$ cat config.mk
export PLATFORM = sky130hd
export DESIGN_NAME = graph_connectivity_checker_unit
export DESIGN_NICKNAME = d
export VERILOG_FILES = /design/src/rtl/gcc_pkg.sv /design/src/rtl/gcc_ram.sv /design/src/rtl/gcc_lowbit.sv /design/src/rtl/gcc_seq.sv /design/src/rtl/graph_connectivity_checker_unit.sv
export SDC_FILE = /design/constraint.sdc
export NUM_CORES = 2
export LEC_CHECK = 0
export BUFFER_PORTS_ARGS = -buffer_cell sky130_fd_sc_hd__clkbuf_2
export CAP_MARGIN = 25
export CORE_MARGIN = 2
export CORE_UTILIZATION = 50
export DETAILED_ROUTE_END_ITERATION = 7
export PLACE_DENSITY = 0.74
export SYNTH_ARGS = -nofsm -noshare
export SYNTH_HDL_FRONTEND = slang
export SYNTH_SLANG_ARGS = --single-unit
export TNS_END_PERCENT = 50
$ cat constraint.sdc
create_clock -name clk -period 8 [get_ports clk]
set_input_delay 1.6 -clock clk [delete_from_list [all_inputs] [get_ports clk]]
set_output_delay 1.6 -clock clk [all_outputs]
set_load 0.1 [all_outputs]
$ cat src/rtl/gcc_pkg.sv
`timescale 1ns / 1ps
// Shared types and constants for the graph connectivity checker.
// Depends on nothing; every other file of the block but gcc_ram imports it.
package gcc_pkg;

    // Default number of vertices the graph can hold.
    localparam int VERTEX_LIMIT_DEF = 64;

    // Width of the vertex count field of a result item.
    localparam int CNT_W = 7;

    typedef enum logic [1:0] {
        OP_ADD   = 2'd0,
        OP_QUERY = 2'd1,
        OP_CLEAR = 2'd2,
        OP_NONE  = 2'd3
    } gcc_op_t;

    typedef struct packed {
        gcc_op_t    op;
        logic [7:0] vertex_a;
        logic [7:0] vertex_b;
    } gcc_req_t;

    typedef struct packed {
        logic             connected;
        logic             rejected;
        logic [CNT_W-1:0] vertex_count;
    } gcc_rsp_t;

    typedef enum logic [2:0] {
        S_IDLE,
        S_ADD_RD_A,
        S_ADD_WR_A,
        S_ADD_WR_B,
        S_Q_PICK,
        S_Q_MERGE,
        S_FINISH
    } gcc_state_t;

    // Source of the adjacency row read address.
    typedef enum logic [1:0] {
        RD_A = 2'd0,
        RD_B = 2'd1,
        RD_V = 2'd2
    } gcc_rd_src_t;

    // Status from the datapath to the sequencer.
    typedef struct packed {
        logic    req_valid;
        gcc_op_t op;
        logic    add_ok;
        logic    count_zero;
        logic    pending_zero;
        logic    rsp_free;
    } gcc_stat_t;

    // Controls from the sequencer to the datapath.
    typedef struct packed {
        logic        accept;
        logic        bump;
        logic        clear_graph;
        logic        res_load;
        logic        res_conn;
        logic        res_rej;
        logic        q_init;
        logic        q_pick;
        logic        q_merge;
        logic        q_done;
        gcc_rd_src_t rd_src;
        logic        ram_we;
        logic        wr_b;
        logic        rsp_load;
    } gcc_ctrl_t;

endpackage

$ cat src/rtl/gcc_ram.sv
`timescale 1ns / 1ps
// Generic single-write, single-read RAM with a registered read port.
// Stand-alone; a read of the address being written returns the old word.
module gcc_ram #(
    parameter int WIDTH = 64,
    parameter int DEPTH = 64
)(
    input  logic                     clk,
    input  logic                     we,
    input  logic [$clog2(DEPTH)-1:0] waddr,
    input  logic [WIDTH-1:0]         wdata,
    input  logic [$clog2(DEPTH)-1:0] raddr,
    output logic [WIDTH-1:0]         rdata
);

    logic [WIDTH-1:0] mem [DEPTH];

    always_ff @(posedge clk)
    begin
        if (we)
        begin
            mem[waddr] <= wdata;
        end
        rdata <= mem[raddr];
    end

endmodule

$ cat src/rtl/gcc_lowbit.sv
`timescale 1ns / 1ps
// Lowest-set-bit unit: isolates the lowest one of a word with a single
// wide add and encodes its position. Uses gcc_pkg for the default width.
module gcc_lowbit
    import gcc_pkg::*;
#(
    parameter int W = VERTEX_LIMIT_DEF
)(
    input  logic [W-1:0]         vec,
    output logic [W-1:0]         onehot,
    output logic [$clog2(W)-1:0] index
);

    localparam int IW = $clog2(W);

    always_comb
    begin
        onehot = vec & (~vec + W'(1));
        for (int k = 0; k < IW; k++)
        begin
            index[k] = 1'b0;
            for (int i = 0; i < W; i++)
            begin
                if (((i >> k) & 1) == 1)
                begin
                    index[k] = index[k] | onehot[i];
                end
            end
        end
    end

endmodule

$ cat src/rtl/gcc_seq.sv
`timescale 1ns / 1ps
// Sequencer of the graph connectivity checker: decodes each item and steps
// the adjacency RAM and the lowest-bit unit through it. Uses gcc_pkg.
module gcc_seq
    import gcc_pkg::*;
(
    input  logic      clk,
    input  logic      rst_n,
    input  gcc_stat_t stat,
    output gcc_ctrl_t ctrl,
    output logic      req_ready
);

    gcc_state_t state_reg;
    gcc_state_t state_next;

    always_ff @(posedge clk or negedge rst_n)
    begin
        if (!rst_n)
        begin
            state_reg <= S_IDLE;
        end
        else
        begin
            state_reg <= state_next;
        end
    end

    always_comb
    begin
        ctrl       = '0;
        state_next = state_reg;
        req_ready  = 1'b0;
        unique case (state_reg)
            S_IDLE:
            begin
                req_ready = 1'b1;
                if (stat.req_valid)
                begin
                    ctrl.accept   = 1'b1;
                    ctrl.res_load = 1'b1;
                    unique case (stat.op)
                        OP_ADD:
                        begin
                            if (stat.add_ok)
                            begin
                                ctrl.bump  = 1'b1;
                                state_next = S_ADD_RD_A;
                            end
                            else
                            begin
                                ctrl.res_rej = 1'b1;
                                state_next   = S_FINISH;
                            end
                        end
                        OP_QUERY:
                        begin
                            if (stat.count_zero)
                            begin
                                ctrl.res_conn = 1'b1;
                                state_next    = S_FINISH;
                            end
                            else
                            begin
                                ctrl.q_init = 1'b1;
                                state_next  = S_Q_PICK;
                            end
                        end
                        OP_CLEAR:
                        begin
                            ctrl.clear_graph = 1'b1;
                            state_next       = S_FINISH;
                        end
                        default:
                        begin
                            state_next = S_FINISH;
                        end
                    endcase
                end
            end
            S_ADD_RD_A:
            begin
                ctrl.rd_src = RD_A;
                state_next  = S_ADD_WR_A;
            end
            S_ADD_WR_A:
            begin
                ctrl.ram_we = 1'b1;
                ctrl.wr_b   = 1'b0;
                ctrl.rd_src = RD_B;
                state_next  = S_ADD_WR_B;
            end
            S_ADD_WR_B:
            begin
                ctrl.ram_we = 1'b1;
                ctrl.wr_b   = 1'b1;
                state_next  = S_FINISH;
            end
            S_Q_PICK:
            begin
                if (stat.pending_zero)
                begin
                    ctrl.q_done = 1'b1;
                    state_next  = S_FINISH;
                end
                else
                begin
                    ctrl.q_pick = 1'b1;
                    ctrl.rd_src = RD_V;
                    state_next  = S_Q_MERGE;
                end
            end
            S_Q_MERGE:
            begin
                ctrl.q_merge = 1'b1;
                state_next   = S_Q_PICK;
            end
            S_FINISH:
            begin
                if (stat.rsp_free)
                begin
                    ctrl.rsp_load = 1'b1;
                    state_next    = S_IDLE;
                end
            end
            default:
            begin
                state_next = S_IDLE;
            end
        endcase
    end

endmodule

$ cat src/rtl/graph_connectivity_checker_unit.sv
`timescale 1ns / 1ps
// Top level of the graph connectivity checker: adjacency RAM, walk state,
// vertex count and result register. Uses gcc_pkg, gcc_ram, gcc_lowbit, gcc_seq.
//
//   channel   signals                      carries
//   -------   --------------------------   -----------------------------------
//   request   req_valid, req_ready, req    op, vertex_a, vertex_b
//   response  rsp_valid, rsp_ready, rsp    connected, rejected, vertex_count
//
// An add-edge item does one read-modify-write of each of its two rows through
// the single RAM port pair before the next item can be accepted.
// A query expands each vertex reached from vertex 0 with one pick in
// the lowest-bit unit and one row read.
// Clear, rejected adds, unused op codes and empty-graph queries skip the RAM.
// Reset empties the graph at once through per-row valid bits; no sweep runs.
// A finished result waits in the response register while the next item is
// taken; only a result that finds that register still full stalls the block.

module graph_connectivity_checker_unit
    import gcc_pkg::*;
#(
    parameter int VERTEX_LIMIT = VERTEX_LIMIT_DEF
)(
    input  logic     clk,
    input  logic     rst_n,
    input  logic     req_valid,
    output logic     req_ready,
    input  gcc_req_t req,
    output logic     rsp_valid,
    input  logic     rsp_ready,
    output gcc_rsp_t rsp
);

    localparam int AW = $clog2(VERTEX_LIMIT);

    typedef logic [VERTEX_LIMIT-1:0] row_t;

    gcc_ctrl_t        ctrl;
    gcc_stat_t        stat;

    // Latched endpoints of the current item.
    logic [7:0]       a_reg;
    logic [7:0]       b_reg;

    // Graph state. A row whose valid bit is low reads as all zeros.
    logic [CNT_W-1:0] count_reg;
    row_t             valid_reg;

    // Walk state of a query: vertices waiting to be expanded and vertices
    // already expanded. The two sets never overlap.
    row_t             pending_reg;
    row_t             reached_reg;

    // Result flags of the current item and the response register.
    logic             conn_reg;
    logic             rej_reg;
    logic             rsp_valid_reg;
    gcc_rsp_t         rsp_reg;

    // Valid bit of the row whose read is in flight.
    logic             rd_valid_reg;

    logic             add_ok;
    logic [7:0]       max_end;
    logic [CNT_W-1:0] top_count;
    logic [AW-1:0]    rd_addr;
    logic [AW-1:0]    wr_addr;
    row_t             wr_data;
    row_t             ram_q;
    row_t             row_q;
    row_t             low_onehot;
    logic [AW-1:0]    low_idx;
    row_t             need;
    row_t             bit_a;
    row_t             bit_b;

    // An edge is stored only when both endpoints lie below the vertex limit;
    // the count then rises to the larger endpoint plus one.
    assign add_ok    = (req.vertex_a < 8'(VERTEX_LIMIT)) && (req.vertex_b < 8'(VERTEX_LIMIT));
    assign max_end   = (req.vertex_a > req.vertex_b) ? req.vertex_a : req.vertex_b;
    assign top_count = max_end[CNT_W-1:0] + CNT_W'(1);

    assign bit_a = row_t'(1) << a_reg[AW-1:0];
    assign bit_b = row_t'(1) << b_reg[AW-1:0];
    assign row_q = rd_valid_reg ? ram_q : '0;

    always_comb
    begin
        case (ctrl.rd_src)
            RD_A:    rd_addr = a_reg[AW-1:0];
            RD_B:    rd_addr = b_reg[AW-1:0];
            default: rd_addr = low_idx;
        endcase
    end

    // Row a gets bit b, then row b gets bit a. For a self-loop both writes
    // carry the same word, so the second read seeing the old row is harmless.
    assign wr_addr = ctrl.wr_b ? b_reg[AW-1:0] : a_reg[AW-1:0];
    assign wr_data = ctrl.wr_b ? (row_q | bit_a) : (row_q | bit_b);

    // Vertices that must be reached for the graph to count as connected.
    always_comb
    begin
        for (int i = 0; i < VERTEX_LIMIT; i++)
        begin
            need[i] = (CNT_W'(i) < count_reg);
        end
    end

    always_comb
    begin
        stat              = '0;
        stat.req_valid    = req_valid;
        stat.op           = req.op;
        stat.add_ok       = add_ok;
        stat.count_zero   = (count_reg == '0);
        stat.pending_zero = (pending_reg == '0);
        stat.rsp_free     = !rsp_valid_reg || rsp_ready;
    end

    gcc_seq u_seq (
        .clk       (clk),
        .rst_n     (rst_n),
        .stat      (stat),
        .ctrl      (ctrl),
        .req_ready (req_ready)
    );

    gcc_ram #(
        .WIDTH (VERTEX_LIMIT),
        .DEPTH (VERTEX_LIMIT)
    ) u_adj_ram (
        .clk   (clk),
        .we    (ctrl.ram_we),
        .waddr (wr_addr),
        .wdata (wr_data),
        .raddr (rd_addr),
        .rdata (ram_q)
    );

    // The next vertex to expand is the lowest pending one.
    gcc_lowbit #(
        .W (VERTEX_LIMIT)
    ) u_lowbit (
        .vec    (pending_reg),
        .onehot (low_onehot),
        .index  (low_idx)
    );

    always_ff @(posedge clk or negedge rst_n)
    begin
        if (!rst_n)
        begin
            count_reg     <= '0;
            valid_reg     <= '0;
            pending_reg   <= '0;
            reached_reg   <= '0;
            conn_reg      <= 1'b0;
            rej_reg       <= 1'b0;
            rd_valid_reg  <= 1'b0;
            rsp_valid_reg <= 1'b0;
        end
        else
        begin
            rd_valid_reg <= valid_reg[rd_addr];

            if (ctrl.clear_graph)
            begin
                count_reg <= '0;
                valid_reg <= '0;
            end
            else
            begin
                if (ctrl.bump && (top_count > count_reg))
                begin
                    count_reg <= top_count;
                end
                if (ctrl.ram_we)
                begin
                    valid_reg[wr_addr] <= 1'b1;
                end
            end

            if (ctrl.q_init)
            begin
                pending_reg <= row_t'(1);
                reached_reg <= '0;
            end
            else if (ctrl.q_pick)
            begin
                pending_reg <= pending_reg & ~low_onehot;
                reached_reg <= reached_reg | low_onehot;
            end
            else if (ctrl.q_merge)
            begin
                pending_reg <= pending_reg | (row_q & ~reached_reg);
            end

            if (ctrl.res_load)
            begin
                conn_reg <= ctrl.res_conn;
                rej_reg  <= ctrl.res_rej;
            end
            else if (ctrl.q_done)
            begin
                conn_reg <= &(reached_reg | ~need);
            end

            if (ctrl.rsp_load)
            begin
                rsp_valid_reg <= 1'b1;
            end
            else if (rsp_ready)
            begin
                rsp_valid_reg <= 1'b0;
            end
        end
    end

    always_ff @(posedge clk)
    begin
        if (ctrl.accept)
        begin
            a_reg <= req.vertex_a;
            b_reg <= req.vertex_b;
        end
        if (ctrl.rsp_load)
        begin
            rsp_reg.connected    <= conn_reg;
            rsp_reg.rejected     <= rej_reg;
            rsp_reg.vertex_count <= count_reg;
        end
    end

    assign rsp_valid = rsp_valid_reg;
    assign rsp       = rsp_reg;

    // The vertex count never passes the vertex limit.
    a_count_range: assert property (@(posedge clk) disable iff (!rst_n)
        count_reg <= CNT_W'(VERTEX_LIMIT))
        else $error("vertex count above vertex limit");

    // The walk never holds a vertex as both pending and reached.
    a_walk_disjoint: assert property (@(posedge clk) disable iff (!rst_n)
        (pending_reg & reached_reg) == '0)
        else $error("vertex both pending and reached");

    // A result never reports a rejected edge and a connected graph at once.
    a_flags_exclusive: assert property (@(posedge clk) disable iff (!rst_n)
        rsp_valid |-> !(rsp.connected && rsp.rejected))
        else $error("connected and rejected both set");

    // A clear item empties the graph in the following cycle.
    a_clear_count: assert property (@(posedge clk) disable iff (!rst_n)
        (req_valid && req_ready && (req.op == OP_CLEAR)) |=>
            (count_reg == '0) && (valid_reg == '0))
        else $error("clear item left graph state behind");

endmodule

# Yosys cells after proc, flatten, opt, wreduce, memory -nomap -nowiden
# Memories as Yosys holds them, arrays and structs flattened. A register that Yosys moved wholly into a read port is not among the register bits.
# Index checks and enable logic that the tools add are counted.
[totals]
reg_bits = 227
mem_bits_rw = 4096
inputBits = 22
word_cells = 371
mem_count = 1
[classes]
addsub = 2
n_lt_le_gt_ge = 71
eq_ne = 11
shifts = 2
mux = 53
bitwise_logic = 199
n_reduce_logical = 18
[memory_table]
columns = ["memory", "words", "width", "read_ports", "rd_clocked_by_memory_dff", "write_ports", "line", "source"]
rows = [
  ["u_adj_ram.mem", 64, 64, 1, 1, 1, "gcc_ram.sv:16", "logic [WIDTH-1:0] mem [DEPTH];"],
]
[ops]
columns = ["cell", "n"]
rows = [
  ["64-bit 2-to-1 mux", 9],
  ["64-bit OR", 6],
  ["64-bit inverter", 4],
  ["6-bit by 7-bit < comparator with 1-bit output, first input constant", 32],
  ["64-bit AND", 3],
  ["1-bit OR", 186],
  ["1-bit by 6-bit left shift with 64-bit output, first input constant", 2],
  ["5-bit by 7-bit < comparator with 1-bit output, first input constant", 16],
  ["64-bit by 1-bit adder with 64-bit output, second input constant", 1],
  ["64-bit zero test", 1],
  ["64-bit AND reduction", 1],
  ["4-bit by 7-bit < comparator with 1-bit output, first input constant", 8],
  ["7-bit 2-to-1 mux", 5],
  ["3-bit by 7-bit < comparator with 1-bit output, first input constant", 4],
  ["1-bit 2-to-1 mux", 25],
  ["3-bit case mux with 7 select lines", 1],
  ["8-bit by 7-bit < comparator with 1-bit output, second input constant", 2],
  ["1-bit by 7-bit < comparator with 1-bit output, first input constant", 2],
  ["2-bit by 7-bit < comparator with 1-bit output, first input constant", 2],
  ["6-bit by 7-bit < comparator with 1-bit output, second input constant", 2],
  ["6-bit case mux with 2 select lines", 1],
  ["2-bit nonzero test", 5],
  ["3-bit equality test, second input constant", 3],
  ["3-bit 2-to-1 mux", 3],
  ["other kinds (23)", 32],
]

# Logic depth before layout (Yosys ltp)
[logic_depth]
ltp_word = 37
ltp_mapped = 25
ltp_nobuf = 23

# Modules after synthesis
# A second synthesis with hierarchy kept.
[unflattened]
hier_cells = 8258
hier_area_um2 = 170225.8
[by_module_without_submodules]
columns = ["module", "n_inst", "cells_per_inst", "area_per_inst_um2"]
rows = [
  ["gcc_ram", 1, 6598, 156348.7],
  ["graph_connectivity_checker_unit", 1, 1358, 11974.0],
  ["gcc_lowbit", 1, 264, 1604.0],
  ["gcc_seq", 1, 38, 299.0],
]

# Worst setup path after synthesis
# OpenSTA, ideal clock, no wires.
[synth_path]
path_type = "reg-to-reg"
from = "register u_seq.state_reg[1]"
to = "memory u_adj_ram.mem[33][0] (enable)"
setup_time_ps = 567
arrival_time_ps = 6495
t_required_ps = 7433
setup_slack_ps = 938
path_stages_with_launch = 10
path_buffers = 2
synth_period_minus_slack_ps = 7062
cell_sequence = "dfrtp_1 > clkbuf_1 > inv_1 > nor2_1 > nand2_1 > clkbuf_1 > a21oi_1 > nor2b_1 > nand3_1 > nor3_1"
[synth_between]
elab_chain_len = 4
word_cells_on_any_way = 6
cone_classes = "eq/ne: 2; mux: 4"
[synth_rtl]
columns = ["element", "line", "source"]
rows = [
  ["from (decl)", "gcc_seq.sv:14", "gcc_state_t state_reg;"],
  ["from (signal assigned)", "gcc_seq.sv:25", "state_reg <= state_next;"],
  ["3-bit by 2-bit equality test with 1-bit output", "gcc_seq.sv:34", "unique case (state_reg)"],
  ["2-bit case mux with 2 select lines (*)", "gcc_seq.sv:34", ""],
  ["1-bit 2-to-1 mux", "gcc_ram.sv:20", "if (we)"],
  ["1-bit 2-to-1 mux (implied by the code)", "gcc_ram.sv:22", "mem[waddr] <= wdata;"],
  ["to (decl)", "gcc_ram.sv:16", ""],
]
# Mark *: on every way between the ends. The rest lies on a longest branch, timed or not.

# Worst setup path in the final report
[layout_path]
from = "register pending_reg[13]"
to = "register u_adj_ram.rdata[41] (read register of u_adj_ram.mem)"
[layout_between]
elab_chain_len = 35
word_cells_on_any_way = 177
cone_classes = "add/sub: 1; eq/ne: 1; mux: 3; bitwise: 170; reduce/logical: 2"
[layout_rtl]
columns = ["element", "line", "source"]
rows = [
  ["from (decl)", "graph_connectivity_checker_unit.sv:51", "row_t pending_reg;"],
  ["from (signal assigned)", "graph_connectivity_checker_unit.sv:186", "pending_reg <= row_t'(1);"],
  ["from (signal assigned)", "graph_connectivity_checker_unit.sv:191", "pending_reg <= pending_reg & ~low_onehot;"],
  ["from (signal assigned)", "graph_connectivity_checker_unit.sv:196", "pending_reg <= pending_reg | (row_q & ~reached_reg);"],
  ["64-bit inverter", "gcc_lowbit.sv:18", "onehot = vec & (~vec + W'(1));"],
  ["64-bit by 1-bit adder with 64-bit output", "gcc_lowbit.sv:18", ""],
  ["64-bit AND", "gcc_lowbit.sv:18", ""],
  ["1-bit OR (31 in a row)", "gcc_lowbit.sv:26", "index[k] = index[k] | onehot[i];"],
  ["6-bit case mux with 2 select lines (*)", "graph_connectivity_checker_unit.sv:89", "case (ctrl.rd_src)"],
  ["to (decl)", "gcc_ram.sv:13", "output logic [WIDTH-1:0] rdata"],
]
# Marked as above.
# A chain may end at the register's enable or synchronous reset.

==> impl_metrics.env <==
export IMPL_antenna_found_initial=25
export IMPL_path_max_fanout=58
export IMPL_dpl_hpwl_um=293800
export IMPL_ir_drop_uv=830.0
export IMPL_cts_hold_buffers=0
export IMPL_slew_headroom=0.1694
export IMPL_max_stage_delay_ns=0.81
export IMPL_drcViolationCount=3
export IMPL_failed_checks="DRC"
export IMPL_clk_latency_ns=1.00
export IMPL_finClkSkew_ns=0.05361
export IMPL_crit_buf_inv=2
export IMPL_post_cts_resized=0
export IMPL_fin_util=0.5637
export IMPL_first_global_vias=101800
export IMPL_cts_buffers=415
export IMPL_cp_required_ns=8.90
export IMPL_grt_overflow_total=0
export IMPL_layout_nets=10810
export IMPL_synth_cell_types=87
export IMPL_synth_edf_count=4117
export IMPL_worstSetupPathType="flip-flop to flip-flop"
export IMPL_setup_tns_ns=0
export IMPL_grt_max_degree=167
export IMPL_start_util=0.5023
export IMPL_status="complete, but fails checks"
export IMPL_wire_per_inst_um=33.25
export IMPL_finalSetupViolations=0
export IMPL_vias=105000
export IMPL_mostFrequentLayoutCells="4117 x edfxtp_1, 1385 x nand2_1, 785 x mux2i_1"
export IMPL_critPathLaunchType="flip-flop"
export IMPL_root_buffer="clkbuf_16"
export IMPL_crit_family="simple AND/OR/NAND/NOR gates"
export IMPL_leakage_nw=65.94
export IMPL_max_cap_violations=0
export IMPL_cts_tree="yes"
export IMPL_area_delta_synth_final_pct=12.23
export IMPL_drt_iter0_drc=17560
export IMPL_hold_viol=0
export IMPL_min_path_type="flip-flop to flip-flop"
export IMPL_synth_nets=10680
export IMPL_max_freq_ghz=0.1505
export IMPL_port_buffers=32
export IMPL_dieArea_um2=352500
export IMPL_largest_register_ffs=4096
export IMPL_path_clk_slew_ns=0.06
export IMPL_slew_viol_final=0
export IMPL_synth_seq_cells=4387
export IMPL_fin_crit_sh=0.8304
export IMPL_critical_path_slowest_cell="nor4_2"
export IMPL_die_y_um=593.7
export IMPL_synth_area_per_cell_um2=16.34
export IMPL_routed_wl_um=522300
export IMPL_synthArstFlopShare=0.04696
export IMPL_drive_gt1_frac=0.1425
export IMPL_post_cts_setup_buffer_count=0
export IMPL_synth_top_flop_cell="edfxtp_1"
export IMPL_synth_seq_area_share=0.7480
export IMPL_worst_slew_pin_slew_ns=1.240
export IMPL_cts_max_level=5
export IMPL_grt_usage=0.2887
export IMPL_ant_nets=0
export IMPL_final_common_cell="edfxtp_1"
export IMPL_crit_chain="nor4_2, nand4_1, nor3_4, o21ai_0, nand4_1, o41a_2, buf_4, buf_4, mux4_2, o22ai_1, a211o_1, a311oi_1"
export IMPL_synthesis_area_um2=173900
export IMPL_arrival_ns=7.54
export IMPL_top_register="u_adj_ram.mem"
export IMPL_cts_sinks=4387
export IMPL_post_drt_via_cell_ratio=6.683
export IMPL_powerDensity_nw_per_um2=438.5
export IMPL_fp_row_count=216
export IMPL_synth_cells=10640
export IMPL_synth_warning_count=0
export IMPL_cts_path_max_buffers=4
export IMPL_firstDrtPassIters=8
export IMPL_fin_crit_ns=6.643
export IMPL_endpoint_kind="flip-flop"
export IMPL_ioPinCount=33
export IMPL_core_area_um2=346200
export IMPL_dieWidth_um=593.7
export IMPL_rsz0062_at_grt="no"
export IMPL_gp_congestion=0.9733
export IMPL_grt_first_pass_wirelength_um=734900
## synthesized netlist by cell type (68+ instances only)
| cell | instances | area share |
|---|---|---|
| nor3_1 | 94 | 0.0027 |
| a21oi_1 | 359 | 0.010 |
| mux4_2 | 389 | 0.050 |
| buf_2 | 241 | 0.0069 |
| a31oi_1 | 72 | 0.0026 |
| nand2_1 | 1388 | 0.030 |
| a22oi_1 | 207 | 0.0089 |
| dfrtp_1 | 206 | 0.030 |
| a221oi_1 | 130 | 0.0065 |
| a21o_1 | 69 | 0.0030 |
| mux2i_1 | 785 | 0.045 |
| inv_1 | 79 | 0.0017 |
| o21a_1 | 74 | 0.0032 |
| o22ai_1 | 135 | 0.0049 |
| a32oi_1 | 70 | 0.0035 |
| a41oi_1 | 69 | 0.0035 |
| nand3_1 | 571 | 0.016 |
| edfxtp_1 | 4117 | 0.71 |
| buf_4 | 68 | 0.0029 |
| o21ai_0 | 112 | 0.0032 |
| clkbuf_1 | 313 | 0.0068 |
| nor2_1 | 338 | 0.0073 |
## through the flow
stage | area, µm² | hold WS [ns] | total power (W) | std cells | worst slack [ns]
final | 195100 | 0.4732 | 0.08556 | 15710 | 1.357
after global routing | 195100 | 0.4920 | 0.08813 | 15700 | 1.197
after CTS | 194800 | 0.4691 | 0.08479 | 15680 | 1.544
after detailed placement | 181500 | 0.4507 | 0.06553 | 14920 | 1.561
after global placement | 181200 | 0.4465 | 0.06455 | 14900 | 1.330
after floorplan | 173900 | 0.4171 | 0.05344 | 10640 | 0.9379
## metal layers
metal / track usage / vias up / wire length, µm
met5: 0 / - / 71
met4: 0.1447 / 12 / 29440
met3: 0.06698 / 1547 / 66590
met2: 0.4490 / 7907 / 240100
met1: 0.3837 / 53260 / 186200
li1: - / 42240 / -
## final cells by class
class / instances / area (µm²)
clock buffer: 523 / 11040
multi-input combinational: 5488 / 41460
tap: 4578 / 5728
timing repair buffer: 399 / 4293
sequential: 4387 / 130100
inverter: 81 / 304.0
fill: 25170 / 151100
antenna: 15 / 37.54
clock inverter: 236 / 2208
## where the power goes
part	internal [W]	leakage, nW	total (W)	switching [W]
Sequential	0.0284	40.5	0.0294	0.000973
Clock	0.0109	6.47	0.0193	0.00849
Combinational	0.0124	18.9	0.0368	0.0244
## final timing paths
| path | slack (ns) | cells after the start | endpoint | startpoint |
|---|---|---|---|---|
| max | 1.36 | 12 | u_adj_ram.rdata[41] | pending_reg[13] |
| min | 0.47 | 0 | rsp[7] | rej_reg |
| max reg2reg | 1.36 | 12 | u_adj_ram.rdata[41] | pending_reg[13] |
| min reg2reg | 0.47 | 0 | rsp[7] | rej_reg |
| max in group asynchronous | 6.12 | 2 | valid_reg[17] | rst_n |
| min in group asynchronous | 0.67 | 1 | u_seq.state_reg[1] | rst_n |
## cell families after synthesis
kind of cell             share of synthesized area
XOR/XNOR                                 0.0002519
adder cells (fa/ha/maj)                   0.001266
AND/OR/NAND/NOR                            0.06601
AO/OA/AOI/OAI                              0.06801
multiplexers                               0.09603
buffers and inverters                      0.02042
flip-flops                                  0.7480
Power figures use the tool's default switching activity.
